--- config.mk ---
export PLATFORM = sky130hd
export DESIGN_NAME = page_cache_lru_controller
export DESIGN_NICKNAME = d
export VERILOG_FILES = /design/src/hw/rtl/pcl_pkg.sv /design/src/hw/rtl/page_cache_lru_controller.sv /design/src/hw/rtl/pcl_datapath.sv /design/src/hw/rtl/pcl_ctrl.sv
export SDC_FILE = /design/constraint.sdc
export NUM_CORES = 1
export LEC_CHECK = 0
export BUFFER_PORTS_ARGS = -buffer_cell sky130_fd_sc_hd__buf_2
export CAP_MARGIN = 20
export CORE_ASPECT_RATIO = 0.6
export CORE_MARGIN = 3
export CORE_UTILIZATION = 55
export CTS_CLUSTER_DIAMETER = 200
export DETAILED_ROUTE_END_ITERATION = 8
export PLACE_DENSITY = 0.71
export SLEW_MARGIN = 10
export SYNTH_ARGS = -nofsm -noshare
export SYNTH_HDL_FRONTEND = slang
export SYNTH_SLANG_ARGS = --single-unit
--- constraint.sdc ---
create_clock -name clk -period 7.45 [get_ports clk]
set_input_delay 0.745 -clock clk [delete_from_list [all_inputs] [get_ports clk]]
set_output_delay 0.745 -clock clk [all_outputs]
set_load 0.02 [all_outputs]
--- src/hw/rtl/pcl_pkg.sv ---
// Shared constants, command codes and control/status types for the
// page cache LRU controller. No dependencies.
`default_nettype none
package pcl_pkg;

  localparam int SLOTS      = 16;
  localparam int SLOT_W     = $clog2(SLOTS);
  localparam int SLOT_OUT_W = 4;
  localparam int PAGE_W     = 16;
  localparam int AGE_W      = 32;
  localparam int CMD_W      = 2;

  localparam logic [CMD_W-1:0] CMD_READ  = 2'd0;
  localparam logic [CMD_W-1:0] CMD_WRITE = 2'd1;
  localparam logic [CMD_W-1:0] CMD_SYNC  = 2'd2;

  // Commands from the controller to the datapath
  typedef struct packed {
    logic capture;
    logic scan_step;
    logic idx_inc;
    logic decide;
    logic load_wb;
    logic load_close;
    logic load_unknown;
  } pcl_cmd_t;

  // Status from the datapath back to the controller
  typedef struct packed {
    logic idx_last;
    logic sync_hit;
  } pcl_stat_t;

endpackage
`default_nettype wire

--- src/hw/rtl/page_cache_lru_controller.sv ---
// Page cache LRU controller: request (command, page, fill_error) channel in,
// result channel out, both valid/ready; one beat moves on valid && ready.
// A read or write access gives one result beat (last=1): hit with slot, or
// miss with the victim slot, fill_needed and any dirty writeback (slot 0,
// ok=0 on a read fill_error). Sync gives one beat per dirty valid slot in
// slot order (last=0), then a closing beat with last=1. An unknown command
// gives one beat with ok=0. Timing: one item at a time. An access scans
// the slots one per cycle, doing lookup and victim choice together through
// one slot read port, then applies its update in the DECIDE state and
// loads the result register. Sync walks the slots one per cycle between
// beats; each dirty slot reported adds the beat itself and a second look at
// the same slot; an unknown command answers in the cycle after acceptance.
// The next request is taken only after the last result beat is accepted;
// a stalled receiver holds the result register and the scan position.
// Reset (rst, synchronous) empties every slot and clears all ages and the
// age counter; the block is ready on the first cycle after reset.
// Depends on pcl_pkg, pcl_ctrl and pcl_datapath.
`default_nettype none
module page_cache_lru_controller (
  input  wire logic                          clk,
  input  wire logic                          rst,
  input  wire logic                          in_valid,
  output logic                               in_ready,
  input  wire logic [pcl_pkg::CMD_W-1:0]     command,
  input  wire logic [pcl_pkg::PAGE_W-1:0]    page,
  input  wire logic                          fill_error,
  output logic                               out_valid,
  input  wire logic                          out_ready,
  output logic                               hit,
  output logic                               ok,
  output logic [pcl_pkg::SLOT_OUT_W-1:0]     slot,
  output logic                               fill_needed,
  output logic                               zero_filled,
  output logic                               writeback_valid,
  output logic [pcl_pkg::PAGE_W-1:0]         writeback_page,
  output logic                               last
);
  import pcl_pkg::*;

  pcl_cmd_t  cmd;
  pcl_stat_t stat;

  pcl_ctrl u_ctrl (
    .clk       (clk),
    .rst       (rst),
    .in_valid  (in_valid),
    .in_ready  (in_ready),
    .command   (command),
    .out_valid (out_valid),
    .out_ready (out_ready),
    .cmd       (cmd),
    .stat      (stat)
  );

  pcl_datapath u_dp (
    .clk             (clk),
    .rst             (rst),
    .cmd             (cmd),
    .stat            (stat),
    .command         (command),
    .page            (page),
    .fill_error      (fill_error),
    .hit             (hit),
    .ok              (ok),
    .slot            (slot),
    .fill_needed     (fill_needed),
    .zero_filled     (zero_filled),
    .writeback_valid (writeback_valid),
    .writeback_page  (writeback_page),
    .last            (last)
  );

endmodule
`default_nettype wire

--- src/hw/rtl/pcl_datapath.sv ---
// Slot state (tags, valid, dirty, ages), scan registers and result register.
// Depends on pcl_pkg; driven by pcl_ctrl commands.
`default_nettype none
module pcl_datapath (
  input  wire logic                          clk,
  input  wire logic                          rst,
  input  wire pcl_pkg::pcl_cmd_t             cmd,
  output pcl_pkg::pcl_stat_t                 stat,
  input  wire logic [pcl_pkg::CMD_W-1:0]     command,
  input  wire logic [pcl_pkg::PAGE_W-1:0]    page,
  input  wire logic                          fill_error,
  output logic                               hit,
  output logic                               ok,
  output logic [pcl_pkg::SLOT_OUT_W-1:0]     slot,
  output logic                               fill_needed,
  output logic                               zero_filled,
  output logic                               writeback_valid,
  output logic [pcl_pkg::PAGE_W-1:0]         writeback_page,
  output logic                               last
);
  import pcl_pkg::*;

  logic [PAGE_W-1:0] slot_tag   [SLOTS];
  logic              slot_valid [SLOTS];
  logic              slot_dirty [SLOTS];
  logic [AGE_W-1:0]  slot_age   [SLOTS];
  logic [AGE_W-1:0]  age_counter;

  logic [CMD_W-1:0]  cmd_q;
  logic [PAGE_W-1:0] page_q;
  logic              ferr_q;
  logic [SLOT_W-1:0] idx;
  logic              hit_found;
  logic [SLOT_W-1:0] hit_idx;
  logic [SLOT_W-1:0] vict;
  logic              vict_done;
  logic [AGE_W-1:0]  best_age;

  logic [AGE_W-1:0]  age_inc;
  logic              vict_wb;

  assign age_inc       = age_counter + AGE_W'(1);
  assign vict_wb       = slot_valid[vict] && slot_dirty[vict];
  assign stat.idx_last = (idx == SLOT_W'(SLOTS - 1));
  assign stat.sync_hit = slot_valid[idx] && slot_dirty[idx];

  // Slot state and control-related registers
  always_ff @(posedge clk) begin
    if (rst) begin
      for (int i = 0; i < SLOTS; i++) begin
        slot_valid[i] <= 1'b0;
        slot_dirty[i] <= 1'b0;
        slot_age[i]   <= '0;
      end
      age_counter <= '0;
      idx         <= '0;
    end else begin
      if (cmd.capture) idx <= '0;
      else if (cmd.idx_inc) idx <= idx + SLOT_W'(1);

      // Apply an access once the scan has finished
      if (cmd.decide) begin
        if (hit_found) begin
          slot_age[hit_idx] <= age_inc;
          age_counter       <= age_inc;
          if (cmd_q == CMD_WRITE) slot_dirty[hit_idx] <= 1'b1;
        end else if (ferr_q && cmd_q == CMD_READ) begin
          slot_valid[vict] <= 1'b0;
          slot_dirty[vict] <= 1'b0;
        end else begin
          slot_valid[vict] <= 1'b1;
          slot_dirty[vict] <= (cmd_q == CMD_WRITE);
          slot_age[vict]   <= age_inc;
          age_counter      <= age_inc;
        end
      end

      // Sync cleans the slot it reports
      if (cmd.load_wb) slot_dirty[idx] <= 1'b0;
    end
  end

  // Tags, captured request and scan tracking
  always_ff @(posedge clk) begin
    if (cmd.capture) begin
      cmd_q     <= command;
      page_q    <= page;
      ferr_q    <= fill_error;
      hit_found <= 1'b0;
      hit_idx   <= '0;
      vict      <= '0;
      vict_done <= 1'b0;
    end
    if (cmd.scan_step) begin
      if (slot_valid[idx] && slot_tag[idx] == page_q) begin
        hit_found <= 1'b1;
        hit_idx   <= idx;
      end
      if (idx == '0) begin
        best_age <= slot_age[idx];
      end else if (!vict_done) begin
        if (!slot_valid[idx]) begin
          vict      <= idx;
          vict_done <= 1'b1;
        end else if (slot_age[idx] < best_age) begin
          vict     <= idx;
          best_age <= slot_age[idx];
        end
      end
    end
    if (cmd.decide && !hit_found) slot_tag[vict] <= page_q;
  end

  // Result register
  always_ff @(posedge clk) begin
    if (cmd.decide) begin
      last <= 1'b1;
      if (hit_found) begin
        hit             <= 1'b1;
        ok              <= 1'b1;
        slot            <= SLOT_OUT_W'(hit_idx);
        fill_needed     <= 1'b0;
        zero_filled     <= 1'b0;
        writeback_valid <= 1'b0;
        writeback_page  <= '0;
      end else begin
        hit             <= 1'b0;
        fill_needed     <= 1'b1;
        writeback_valid <= vict_wb;
        writeback_page  <= vict_wb ? slot_tag[vict] : '0;
        if (ferr_q && cmd_q == CMD_READ) begin
          ok          <= 1'b0;
          slot        <= '0;
          zero_filled <= 1'b0;
        end else begin
          ok          <= 1'b1;
          slot        <= SLOT_OUT_W'(vict);
          zero_filled <= ferr_q;
        end
      end
    end else if (cmd.load_wb) begin
      hit             <= 1'b0;
      ok              <= 1'b1;
      slot            <= SLOT_OUT_W'(idx);
      fill_needed     <= 1'b0;
      zero_filled     <= 1'b0;
      writeback_valid <= 1'b1;
      writeback_page  <= slot_tag[idx];
      last            <= 1'b0;
    end else if (cmd.load_close || cmd.load_unknown) begin
      hit             <= 1'b0;
      ok              <= cmd.load_close;
      slot            <= '0;
      fill_needed     <= 1'b0;
      zero_filled     <= 1'b0;
      writeback_valid <= 1'b0;
      writeback_page  <= '0;
      last            <= 1'b1;
    end
  end

endmodule
`default_nettype wire

--- src/hw/rtl/pcl_ctrl.sv ---
// Sequencing state machine for the page cache LRU controller.
// Depends on pcl_pkg; drives pcl_datapath through command/status structs.
`default_nettype none
module pcl_ctrl (
  input  wire logic                      clk,
  input  wire logic                      rst,
  input  wire logic                      in_valid,
  output logic                           in_ready,
  input  wire logic [pcl_pkg::CMD_W-1:0] command,
  output logic                           out_valid,
  input  wire logic                      out_ready,
  output pcl_pkg::pcl_cmd_t              cmd,
  input  wire pcl_pkg::pcl_stat_t        stat
);
  import pcl_pkg::*;

  localparam logic [2:0] S_IDLE      = 3'd0;
  localparam logic [2:0] S_SCAN      = 3'd1;
  localparam logic [2:0] S_DECIDE    = 3'd2;
  localparam logic [2:0] S_SYNC      = 3'd3;
  localparam logic [2:0] S_EMIT_MORE = 3'd4;
  localparam logic [2:0] S_EMIT_LAST = 3'd5;

  logic [2:0] state;
  logic [2:0] state_next;

  assign in_ready  = (state == S_IDLE);
  assign out_valid = (state == S_EMIT_MORE) || (state == S_EMIT_LAST);

  // Next state and datapath commands
  always_comb begin
    state_next = state;
    cmd        = '0;
    case (state)
      S_IDLE: begin
        if (in_valid) begin
          cmd.capture = 1'b1;
          if (command == CMD_SYNC) begin
            state_next = S_SYNC;
          end else if (command == CMD_READ || command == CMD_WRITE) begin
            state_next = S_SCAN;
          end else begin
            cmd.load_unknown = 1'b1;
            state_next       = S_EMIT_LAST;
          end
        end
      end
      S_SCAN: begin
        cmd.scan_step = 1'b1;
        cmd.idx_inc   = 1'b1;
        if (stat.idx_last) state_next = S_DECIDE;
      end
      S_DECIDE: begin
        cmd.decide = 1'b1;
        state_next = S_EMIT_LAST;
      end
      S_SYNC: begin
        // dirty bit is cleared on report, so the same slot advances next time
        if (stat.sync_hit) begin
          cmd.load_wb = 1'b1;
          state_next  = S_EMIT_MORE;
        end else if (stat.idx_last) begin
          cmd.load_close = 1'b1;
          state_next     = S_EMIT_LAST;
        end else begin
          cmd.idx_inc = 1'b1;
        end
      end
      S_EMIT_MORE: begin
        if (out_ready) state_next = S_SYNC;
      end
      S_EMIT_LAST: begin
        if (out_ready) state_next = S_IDLE;
      end
      default: state_next = S_IDLE;
    endcase
  end

  always_ff @(posedge clk) begin
    if (rst) state <= S_IDLE;
    else state <= state_next;
  end

endmodule
`default_nettype wire

# Yosys cells after proc, flatten, opt, wreduce, memory -nomap -nowiden

Memory sizes are Yosys's and may differ from the RTL's. A register that Yosys moved wholly into a read port is not among the register bits.
Index checks and enable logic that the tools add are counted.

Memory bits (writable): 800
Register bits after elaboration: 126
Memories kept: 4
Logic and storage cells: 200
Bits of input ports: 23
Output and inout port bits: 28

Memories:

| memory          | words | width | rd ports | clocked after memory_dff | write ports | line               | text |
|---|---|---|---|---|---|---|---|
| u_dp.slot_age   | 16    | 32    | 1        | 1                        | 16          | pcl_datapath.sv:26 | `logic [AGE_W-1:0] slot_age [SLOTS];` |
| u_dp.slot_tag   | 16    | 16    | 2        | 2                        | 1           | pcl_datapath.sv:23 | `logic [PAGE_W-1:0] slot_tag [SLOTS];` |
| u_dp.slot_dirty | 16    | 1     | 2        | 2                        | 16          | pcl_datapath.sv:25 | `logic slot_dirty [SLOTS];` |
| u_dp.slot_valid | 16    | 1     | 2        | 2                        | 16          | pcl_datapath.sv:24 | `logic slot_valid [SLOTS];` |

Add/sub/neg operators: 2
Reductions and logical operators: 27
Magnitude comparators: 1
Multiplexer cells: 128
Bitwise operators: 2
Equality and inequality tests: 17

Operators with widths:

| kind                                                                   | count |
|---|---|
| 32-bit 2-to-1 mux                                                      | 8 |
| 4-bit 2-to-1 mux                                                       | 28 |
| 16-bit 2-to-1 mux                                                      | 5 |
| 1-bit 2-to-1 mux                                                       | 76 |
| 32-bit OR reduction                                                    | 2 |
| 32-bit by 1-bit adder with 32-bit output (second input constant)       | 1 |
| 32-bit less-than comparator                                            | 1 |
| 3-bit 2-to-1 mux                                                       | 8 |
| 3-bit case mux with 6 select lines                                     | 1 |
| 16-bit equality test                                                   | 1 |
| 2-bit inequality test (second input constant)                          | 5 |
| 3-bit by 2-bit equality test with 1-bit output (second input constant) | 2 |
| 3-bit equality test (second input constant)                            | 2 |
| 2-bit nonzero test                                                     | 3 |
| 1-bit logical AND                                                      | 5 |
| 5-bit AND reduction                                                    | 1 |
| 4-bit by 1-bit adder with 4-bit output (second input constant)         | 1 |
| 2-bit by 1-bit equality test with 1-bit output (second input constant) | 2 |
| 4-bit equality test (second input constant)                            | 1 |
| 2-bit logical NOT                                                      | 2 |
| 4-bit logical NOT                                                      | 1 |
| 4-bit AND reduction                                                    | 1 |
| 1-bit OR reduction                                                     | 4 |
| 3-bit by 1-bit equality test with 1-bit output (second input constant) | 1 |
| other kinds (12)                                                       | 15 |

# Logic depth before layout (Yosys ltp)

Depth in word-level cells: 11
Gate-level depth with buffers: 17
Mapped depth without buffers: 11

# By module

A second synthesis with hierarchy kept.

Cells, all modules: 2,770
Area, all modules: 42,070.3 µm²

Modules (own cells, without submodules):

| module       | area each (µm²) | times used | cells an instance |
|---|---|---|---|
| pcl_datapath | 41,798.8        | 1          | 2,733 |
| pcl_ctrl     | 271.5           | 1          | 37 |

# Worst setup path after synthesis

OpenSTA, ideal clock, no wires.

Path kind: reg2reg
From: register with a tool-made name
To: register u_dp.best_age[0], enable pin
Path slack: 957 ps
Library setup time: 432 ps
Required time: 7,018 ps
Arrival time: 6,062 ps
Stages on the path, launching flop included: 18
Cells stage by stage: dfxtp_1 > buf_6 > buf_12 > buf_4 > buf_4 > clkbuf_1 > buf_1 > mux4_2 > mux4_2 > ha_1 > a21o_1 > a21o_1 > a211oi_1 > o21ai_0 > o211ai_1 > a311oi_1 > or4_1 > a21oi_1

RTL lines:

| element              | line                | text |
|---|---|---|
| end signal, assigned | pcl_datapath.sv:100 | `best_age <= slot_age[idx];` |
| end signal, assigned | pcl_datapath.sv:107 | `best_age <= slot_age[idx];` |
| end, declared        | pcl_datapath.sv:37  | `logic [AGE_W-1:0] best_age;` |

==> flow_metrics.env <==
export IMPL_status="complete, no violations"
export IMPL_cts_root_buf="clkbuf_16"
export IMPL_die_area_mm2=0.0803
export IMPL_synth_fa_ha_area_frac=0.0101
export IMPL_r2r_setup_slack_ns=1.62
export IMPL_clk_latency_ns=0.66
export IMPL_grt_util_met2=0.391
export IMPL_drt_first_iter_violations=4310
export IMPL_grt_pass1_vias=25000
export IMPL_n_antenna_cell=0
export IMPL_maxSlewHeadroom=0.167
export IMPL_vdd_ir_drop_worst_mv=0.226
export IMPL_min_period_over_period=0.782
export IMPL_leakage_nw=15.0
export IMPL_drtAntennaViolNets=0
export IMPL_min_path_type="in2reg"
export IMPL_synth_cell_types=68
export IMPL_cts_sinks=930
export IMPL_use_met1=0.434
export IMPL_htree_levels=3
export IMPL_dp_hpwl_um=69500
export IMPL_syn_area_mm2=0.0422
export IMPL_startpoint_type="flop"
export IMPL_postCtsHoldBufs=0
export IMPL_grt_usage=0.288
export IMPL_post_cts_resized=0
export IMPL_synth_simple_area_share=0.0880
export IMPL_cts_buffer_depth=3
export IMPL_cts_setup_buffers=0
export IMPL_antenna_found_initial=5
export IMPL_synth_area_per_cell_um2=15.3
export IMPL_critPathCaptureType="flop"
export IMPL_min_period_ns=5.83
export IMPL_synthXorXnorAreaFrac=0.0133
export IMPL_synth_top_area_share=0.623
export IMPL_yosys_top_cells_count="edfxtp_1, nor2_1, mux4_2"
export IMPL_powerDensity_mw_per_mm2=292
export IMPL_die_w_um=364
export IMPL_synth_area_leaders="edfxtp_1, mux4_2, nor2_1"
export IMPL_grt_most_used_layer="met1"
export IMPL_rsz0062_at_grt="no"
export IMPL_path_clk_slew_ns=0.07
export IMPL_vias_per_cell=6.68
export IMPL_tightest_slew_ns=1.24
export IMPL_synth_edf_count=876
export IMPL_drv_cap=0
export IMPL_dominantRegCellSynth="edfxtp_1"
export IMPL_grt_max_degree=93
export IMPL_synth_compound_area_frac=0.0315
export IMPL_wl_um=114000
export IMPL_ys_warn_count=0
export IMPL_cts_tree="done"
export IMPL_max_clock_freq_ghz=0.172
export IMPL_drc=0
export IMPL_rows=78
export IMPL_cp_max_fo=44
export IMPL_wl_per_cell_um=29.7
export IMPL_grt_remaining_overflow=0
export IMPL_ys_ff_latch=930
export IMPL_synth_nets=2811
export IMPL_final_nets=2830
export IMPL_synthMuxAreaShare=0.181
export IMPL_area_growth_pct=10.7
export IMPL_setup_violations=0
export IMPL_vias=25700
export IMPL_ios=51
export IMPL_cts_buffers=86
export IMPL_criticalPathCategory="reg2reg"
export IMPL_slew_violations=0
export IMPL_synth_most_common_cell="edfxtp_1"
export IMPL_netlist_instances=2754
export IMPL_core_area_mm2=0.0758
export IMPL_cp_data_required_time_ns=7.81
export IMPL_portBuffers=50
export IMPL_post_route_util=0.616
export IMPL_first_pass_iters=6
export IMPL_final_hold_viol_count=0
export IMPL_setup_tns_ns=0
export IMPL_yosysSeqAreaShare=0.648
export IMPL_fin_worst_skew_ns=0.0363
export IMPL_start_util=0.557
export IMPL_crit_arrival_ns=6.19
export IMPL_synth_top_family_by_area="multiplexers"
export IMPL_met3_usage=0.118
export IMPL_die_h_um=221
export IMPL_synthArstFlopShare=0
export IMPL_drive_above_1_share=0.231
export IMPL_yosysTopAreaCell="edfxtp_1"
export IMPL_place_gp_congestion=0.882
export IMPL_grt_pass1_wl_um=167000
[final cells by class]
cell class / count / area, um^2
fill: 5320 / 29100
tap: 1000 / 1250
inverter: 74 / 278
clock buffer: 111 / 2320
sequential: 930 / 27400
timing repair buffer: 130 / 1200
multi-input combinational: 1551 / 14000
clock inverter: 46 / 314
[metrics by stage]
step	power (mW)	worst slack (ns)	area (um^2)	hold slack [ns]	std cells
after CTS	13.6	1.56	46400	0.243	3828
after global placement	9.35	1.48	43500	0.446	3658
after floorplan	8.54	0.957	42200	0.431	2754
after detailed placement	9.45	1.56	43800	0.448	3671
after global routing	14.1	1.26	46700	0.259	3842
final	13.6	1.62	46700	0.267	3842
[flip-flops by register name (all words and copies together) (netlist names), 2 cells and up, named ones only]
name and count:
u_dp.slot 4, u_dp.best_age 32, u_dp.slot_valid 16, u_dp.slot_tag 256, u_dp.cmd_q 2, u_dp.page_q 16, u_dp.age_counter 32, u_dp.idx 4
u_ctrl.state 3, u_dp.slot_dirty 16, u_dp.vict 4, u_dp.slot_age 512, u_dp.hit_idx 4, u_dp.writeback_page 16
[path summary, 6_finish.rpt]
kind | from | end | depth (start not counted)
max | flop | u_dp.best_age[11] | 12
min | page[13] | u_dp.page_q[13] | 1
max reg2reg | flop | u_dp.best_age[11] | 12
min reg2reg | u_dp.vict_done | u_dp.vict_done | 2
[critical path: stages, from the launching register on]
cell,delay (ns)
dfxtp_4,0.99
buf_4,0.64
mux4_2,0.60
mux4_2,0.53
ha_1,0.34
a21o_1,0.17
a211oi_1,0.21
o21ai_0,0.13
o211ai_1,0.16
a311oi_1,0.23
or4_1,0.57
a21oi_4,0.70
buf_16,0.23
[power by group]
part,internal [mW],leakage (nW),switching [mW],total (mW)
Combinational,1.25,4.59,1.60,2.85
Sequential,6.20,9.08,0.366,6.57
Clock,2.31,1.30,1.92,4.22
[routing by layer]
metal | up-vias | part of all wire
met3 | 221 | 0.16
met5 | - | 0.0016
li1 | 10500 | -
met4 | 4 | 0.023
met1 | 13000 | 0.40
met2 | 1917 | 0.41
[logic make-up after synthesis]
family / Yosys count
XOR/XNOR: 64
AND/OR/NAND/NOR: 885
flip-flops: 930
AO/OA/AOI/OAI: 200
buffers and inverters: 273
multiplexers: 368
adder cells (fa/ha/maj): 34
[layout by cell type (no fill, tap or decap), drive strengths merged, types with 19 or more instances in the layout]
cell and instances:
a21oi 38, buf 129, clkbuf 112, clkinv 38, dfxtp 54, edfxtp 876
ha 34, inv 77, mux2 20, mux2i 37, mux4 311, nand2 103
nand2b 34, nand3 37, nor2 607, nor3 25, o21ai 45, o22ai 19
xnor2 23, xor2 41
Note: power is estimated with default switching activity, not from simulation.
